$ cat src/rtl/core/tlshc_pkg.sv
// Shared types and constants for the TLS record header counter.
`default_nettype none

package tlshc_pkg;

  // Header field values
  localparam logic [7:0] TYPE_LOW      = 8'h14;
  localparam logic [7:0] TYPE_HIGH     = 8'h17;
  localparam logic [7:0] MAJOR_VERSION = 8'h03;
  localparam logic [7:0] MINOR_MAX     = 8'h04;
  localparam int unsigned HEADER_SIZE  = 5;

  // Result width on the stream
  localparam int unsigned OUT_WIDTH = 16;

  // One payload word as held in the input register
  typedef struct packed {
    logic       last;
    logic [7:0] data;
  } item_t;

endpackage

`default_nettype wire

$ cat src/rtl/core/tls_record_header_counter_core.sv
// Top level: input register, header scanner and result register on stream ports.
// The scanner state updates only when a held word moves on into it.
// Throughput: one payload word per cycle unless a last word waits (below).
// A last word waits in the input register only while an earlier count is untaken.
// Reset (rst_ni low, asynchronous): scanner cleared to scanning, count zero,
// both registers empty.
`default_nettype none

module tls_record_header_counter_core #(
  parameter int unsigned COUNT_WIDTH = 16
) (
  input  wire logic        clk_i,
  input  wire logic        rst_ni,
  input  wire logic        s_axis_tvalid,
  output logic             s_axis_tready,
  input  wire logic [7:0]  s_axis_tdata,   // [7:0] payload_byte
  input  wire logic        s_axis_tlast,   // last_byte
  output logic             m_axis_tvalid,
  input  wire logic        m_axis_tready,
  output logic [15:0]      m_axis_tdata    // [15:0] header_bytes
);

  logic                                 in_valid_q;
  tlshc_pkg::item_t                     in_item_q;
  logic                                 advance;
  logic                                 out_valid_q;
  logic [tlshc_pkg::OUT_WIDTH-1:0]      out_data_q;
  logic [tlshc_pkg::OUT_WIDTH-1:0]      count;

  // A held word moves on unless it needs the result slot and that is full
  assign advance = in_valid_q &&
                   (!in_item_q.last || !out_valid_q || m_axis_tready);
  assign s_axis_tready = !in_valid_q || advance;

  // Input register
  always_ff @(posedge clk_i or negedge rst_ni) begin
    if (!rst_ni) begin
      in_valid_q <= 1'b0;
    end else if (s_axis_tready) begin
      in_valid_q <= s_axis_tvalid;
    end
  end

  always_ff @(posedge clk_i) begin
    if (s_axis_tready && s_axis_tvalid) begin
      in_item_q <= '{last: s_axis_tlast, data: s_axis_tdata};
    end
  end

  tlshc_scan #(
    .COUNT_WIDTH(COUNT_WIDTH)
  ) u_scan (
    .clk_i  (clk_i),
    .rst_ni (rst_ni),
    .en_i   (advance),
    .item_i (in_item_q),
    .count_o(count)
  );

  // Result register
  always_ff @(posedge clk_i or negedge rst_ni) begin
    if (!rst_ni) begin
      out_valid_q <= 1'b0;
    end else if (advance && in_item_q.last) begin
      out_valid_q <= 1'b1;
    end else if (m_axis_tready) begin
      out_valid_q <= 1'b0;
    end
  end

  always_ff @(posedge clk_i) begin
    if (advance && in_item_q.last) begin
      out_data_q <= count;
    end
  end

  assign m_axis_tvalid = out_valid_q;
  assign m_axis_tdata  = out_data_q;

endmodule

`default_nettype wire

$ cat src/rtl/core/tlshc_scan.sv
// Per-byte header scanner: scan state, body skip counter and header count.
`default_nettype none

module tlshc_scan #(
  parameter int unsigned COUNT_WIDTH = 16
) (
  input  wire logic                          clk_i,
  input  wire logic                          rst_ni,
  input  wire logic                          en_i,     // process item_i this cycle
  input  wire tlshc_pkg::item_t              item_i,
  output logic [tlshc_pkg::OUT_WIDTH-1:0]    count_o   // count after item_i, for a last word
);

  localparam logic [1:0] PH_SCAN   = 2'd0;
  localparam logic [1:0] PH_LEN_HI = 2'd1;
  localparam logic [1:0] PH_LEN_LO = 2'd2;
  localparam logic [1:0] PH_SKIP   = 2'd3;

  localparam logic [COUNT_WIDTH-1:0] COUNT_MAX = '1;

  logic [15:0]            win_q, win_d;
  logic [1:0]             fill_q, fill_d;
  logic [1:0]             phase_q, phase_d;
  logic [7:0]             len_hi_q, len_hi_d;
  logic [15:0]            skip_q, skip_d;
  logic [COUNT_WIDTH-1:0] total_q, total_d;

  logic [COUNT_WIDTH:0]   total_sum;
  logic [COUNT_WIDTH-1:0] total_sat;
  logic                   hdr_hit;
  logic [7:0]             older;
  logic [7:0]             newer;

  assign older = win_q[15:8];
  assign newer = win_q[7:0];

  // Header match on the third byte of a candidate
  assign hdr_hit = (fill_q == 2'd2) && (older >= tlshc_pkg::TYPE_LOW) &&
                   (older <= tlshc_pkg::TYPE_HIGH) &&
                   (newer == tlshc_pkg::MAJOR_VERSION) &&
                   (item_i.data <= tlshc_pkg::MINOR_MAX);

  // Saturating add of one header
  assign total_sum = {1'b0, total_q} + (COUNT_WIDTH+1)'(tlshc_pkg::HEADER_SIZE);
  assign total_sat = total_sum[COUNT_WIDTH] ? COUNT_MAX : total_sum[COUNT_WIDTH-1:0];

  // Next-state logic
  always_comb begin
    win_d    = win_q;
    fill_d   = fill_q;
    phase_d  = phase_q;
    len_hi_d = len_hi_q;
    skip_d   = skip_q;
    total_d  = total_q;

    unique case (phase_q)
      PH_SCAN: begin
        if (hdr_hit) begin
          total_d = total_sat;
          win_d   = '0;
          fill_d  = '0;
          phase_d = PH_LEN_HI;
        end else begin
          win_d = {win_q[7:0], item_i.data};
          if (fill_q != 2'd2) begin
            fill_d = fill_q + 2'd1;
          end
        end
      end
      PH_LEN_HI: begin
        len_hi_d = item_i.data;
        phase_d  = PH_LEN_LO;
      end
      PH_LEN_LO: begin
        skip_d  = {len_hi_q, item_i.data};
        phase_d = ({len_hi_q, item_i.data} == 16'd0) ? PH_SCAN : PH_SKIP;
      end
      PH_SKIP: begin
        if (skip_q != 16'd0) begin
          skip_d = skip_q - 16'd1;
        end
        if (skip_q <= 16'd1) begin
          phase_d = PH_SCAN;
        end
      end
      default: begin
        phase_d = PH_SCAN;
      end
    endcase

    // End of packet: report and clear
    if (item_i.last) begin
      win_d    = '0;
      fill_d   = '0;
      phase_d  = PH_SCAN;
      len_hi_d = '0;
      skip_d   = '0;
      total_d  = '0;
    end
  end

  // Count reported for a last word, taken before the clear
  assign count_o = (phase_q == PH_SCAN && hdr_hit)
                 ? tlshc_pkg::OUT_WIDTH'(total_sat)
                 : tlshc_pkg::OUT_WIDTH'(total_q);

  // State registers
  always_ff @(posedge clk_i or negedge rst_ni) begin
    if (!rst_ni) begin
      win_q    <= '0;
      fill_q   <= '0;
      phase_q  <= PH_SCAN;
      len_hi_q <= '0;
      skip_q   <= '0;
      total_q  <= '0;
    end else if (en_i) begin
      win_q    <= win_d;
      fill_q   <= fill_d;
      phase_q  <= phase_d;
      len_hi_q <= len_hi_d;
      skip_q   <= skip_d;
      total_q  <= total_d;
    end
  end

  // A body being skipped always has bytes left
  a_skip_nonzero: assert property (@(posedge clk_i) disable iff (!rst_ni)
    (phase_q == PH_SKIP) |-> (skip_q != 16'd0))
    else $error("skip phase with empty body counter");

  // Window fill never passes two
  a_fill_range: assert property (@(posedge clk_i) disable iff (!rst_ni)
    fill_q != 2'd3)
    else $error("window fill out of range");

  // A last word leaves the scanner cleared
  a_last_clears: assert property (@(posedge clk_i) disable iff (!rst_ni)
    (en_i && item_i.last) |=> (phase_q == PH_SCAN && total_q == '0 && fill_q == 2'd0))
    else $error("state not cleared after last word");

  // Count only moves on processed words
  a_count_hold: assert property (@(posedge clk_i) disable iff (!rst_ni)
    !en_i |=> $stable(total_q))
    else $error("count changed without a word");

endmodule

`default_nettype wire
$ cat config.mk
export PLATFORM = sky130hd
export DESIGN_NAME = tls_record_header_counter_core
export DESIGN_NICKNAME = d
export VERILOG_FILES = /design/src/rtl/core/tlshc_pkg.sv /design/src/rtl/core/tls_record_header_counter_core.sv /design/src/rtl/core/tlshc_scan.sv
export SDC_FILE = /design/constraint.sdc
export NUM_CORES = 1
export LEC_CHECK = 0
export BUFFER_PORTS_ARGS = -buffer_cell sky130_fd_sc_hd__buf_2
export CAP_MARGIN = 25
export CORE_UTILIZATION = 65
export DETAILED_ROUTE_END_ITERATION = 12
export PLACE_DENSITY = 0.85
export REMOVE_ABC_BUFFERS = 1
export SLEW_MARGIN = 10
export SYNTH_ARGS = -nofsm -noshare
export SYNTH_HDL_FRONTEND = slang
export SYNTH_SLANG_ARGS = --single-unit
$ cat constraint.sdc
create_clock -name clk_i -period 4.7 [get_ports clk_i]
set_input_delay 0.705 -clock clk_i [delete_from_list [all_inputs] [get_ports clk_i]]
set_output_delay 0.705 -clock clk_i [all_outputs]
set_load 0.01 [all_outputs]
==> metrics.txt <==
status=finished clean; critical-path cell list=or4_4 > nor4_2 > nand3_1 > nor2_1 > a31oi_1; metal3 WL=859 µm; top cells by count, synth=dfrtp_1 (60), nand2_1 (54), o21ai_0 (42); Tot Pwr=1800 µW; CTS clk-pin slew, worst paths=0.09 ns; Post-Syn Area=4480 µm²; area delta synth->final=8.58%; asr flop ratio synth=70.6%; Data required, critical path=4.77 ns; Yosys top cell area share=33.5%; vias per cell=7.03; Core Region=6490 µm²; fmax=348 MHz; DR pass1 iterations=6; GRT Total Usage=31.9%; Mean Syn Cell Area=9.82 µm²; postcts setup bufs=0; Clock Tree Root=clkbuf_8; max cap viols=0; CTS Buffer Depth=2; Period minus WS final=2.88 ns; RSZ-0062 raised after global routing=false; Detailed Route WL=11000 µm; Yosys top cell by area=dfrtp_1; initial core utilization=68.9%; CTS resizes=0; Crit Path Class=reg -> reg; num rows=29; final antenna diode count=0; Final Hold Slack=0.503 ns; worst vdd ir=0.000267 V; post-place setup slack=1.90 ns; ANT nets after route=0; setup ws final=1.82 ns; IO Port Bufs=30; Die ar.=7220 µm²; DRT iter0 DRCs=507; met2 wire len=5010 µm; first-pass GRT wire length=17700 µm; layout cell share with drive strength beyond 1=12.0%; sequential share of the synthesized area=50.3%; H-tree depth=3; vias post-DR=3945; CTS tree=done; # setup viols final=0; Skew-Pair Late Insertion Delay=0.36 ns; Top Metal Used=met4; Yosys reg bits=85; hold buffers post-CTS=0; grt ovf=0; worst hold path class=in -> async; Routed WL per cell=19.6 µm; pin count of the biggest net entering global routing=61; post-route clock skew=0.0131 ns; crit-path max FO=9; Chip Width=85.0 µm; die span in y=85.0 µm; Hold Vio Cnt, Final=0; post-synthesis cell type count=61; Net count, final=497; RePlAce Congestion=0.910; Crit-path slowest cell=or4_4; Tcrit/Tclk final=61.2%; Synth Instances=456; Critical Path Max Stage Delay=0.61 ns; Worst Setup End Kind=flip-flop; post-detail-place hpwl=7500 µm; Worst-Margin Slew=0.980 ns; antenna violations before repair=0; Pleak=0.00204 µW; crit start category=flip-flop; fin. max-slew vios=0; clock sinks=85; CP Data Arrival Time=2.95 ns; drc violations=0; number of synthesized flops with an enable pin=25; R2R depth=5; num ports=31; number of global-route vias before repair=3636; yosys warns=0; Inserted Clock Buffers=9; # fillers=456; M1 WL=4940 µm; Power Density=370 nW/µm²; most frequent cell after synthesis=dfrtp_1; top_reg_cell synth=dfrtp_1; top cells by area, synth=dfrtp_1 (34%), edfxtp_1 (17%), o21ai_0 (4.7%), nand2_1 (4.5%), a21oi_1 (3.0%); setup total negative slack=0 ns; max_slew headroom=33.7%
## routing by layer
metal / vias to the layer above / track usage, %
met5: - / 0
met4: 0 / 12.9
met3: 22 / 6.42
met2: 216 / 47.3
met1: 1905 / 46.4
li1: 1802 / -
## stage by stage
step           instance area [µm²]  util [%]  cells
2_1_floorplan                 4390         -    435
3_3_place_gp                  4650      71.6    544
3_5_place_dp                  4650      71.6    544
4_1_cts                       4850      74.6    560
5_1_grt                       4860      74.8    561
6_report                      4860      74.8    561
## critical path, delay by kind of cell, from the launching register on
kind	cells	cell delay, ns
AOI/OAI and AO/OA	1	0.19
DFF	1	0.46
and+or+nand+nor	4	1.95
## placed cells by master (no fill, tap or decap), drive strengths merged, types with 5 or more instances in the layout
cell type and count:
edfxtp 25, nand2 54, and3 12, o211ai 11
nor3 15, nor2 24, a22o 11, nand3 12
nor4 9, nand2b 6, buf 33, a22oi 13
or4 8, o21ai 42, o22ai 6, clkbuf 10
dfrtp 60, ha 5, a31oi 6, inv 14
a21oi 27, nand4 7, o31ai 5
## flip-flops by register name (all words and copies together), names as in the netlist
register and flops:
u_scan.win_q 14, m_axis_tvalid 1, u_scan.total_q 16, u_scan.fill_q 2, in_valid_q 1, u_scan.phase_q 2
in_item_q 9, m_axis_tdata 16, u_scan.skip_q 16, u_scan.len_hi_q 8
## cell families after synthesis
| logic type | after synthesis | share of synthesized area (%) |
|---|---|---|
| muxes | 6 | 1.43 |
| adders and majority gates | 5 | 1.40 |
| buffers and inverters | 35 | 3.07 |
| and+or+nand+nor | 168 | 20.1 |
| DFF | 85 | 50.3 |
| AOI/OAI and AO/OA | 157 | 23.7 |
## final timing paths
check                            startpoint                 to  slack (ns)
max in group asynchronous            rst_ni   u_scan.skip_q[9]        3.68
max                            in_item_q[7]   m_axis_tdata[10]        1.82
max reg2reg                    in_item_q[7]   m_axis_tdata[10]        1.82
min                                  rst_ni  u_scan.skip_q[14]        0.50
min in group clk_i         u_scan.win_q[15]   u_scan.win_q[15]        0.50
min reg2reg                u_scan.win_q[15]   u_scan.win_q[15]        0.50
## report_power, final
group	total (µW)	switching, µW	internal [µW]
Sequential	941	100	841
Combinational	347	206	141
Clock	510	264	246
## cell type report
| type | count | area, µm² | area share (%) |
|---|---|---|---|
| flip-flops and latches | 85 | 2250 | 46.3 |
| clock inverters | 6 | 65.1 | 1.34 |
| inverters | 14 | 52.6 | 1.08 |
| multi-input cells | 336 | 2090 | 42.9 |
| well taps | 77 | 96.3 | 1.98 |
| clock buffers | 10 | 128 | 2.63 |
| repair buffers | 33 | 180 | 3.71 |
Power figures use the tool's default switching activity.
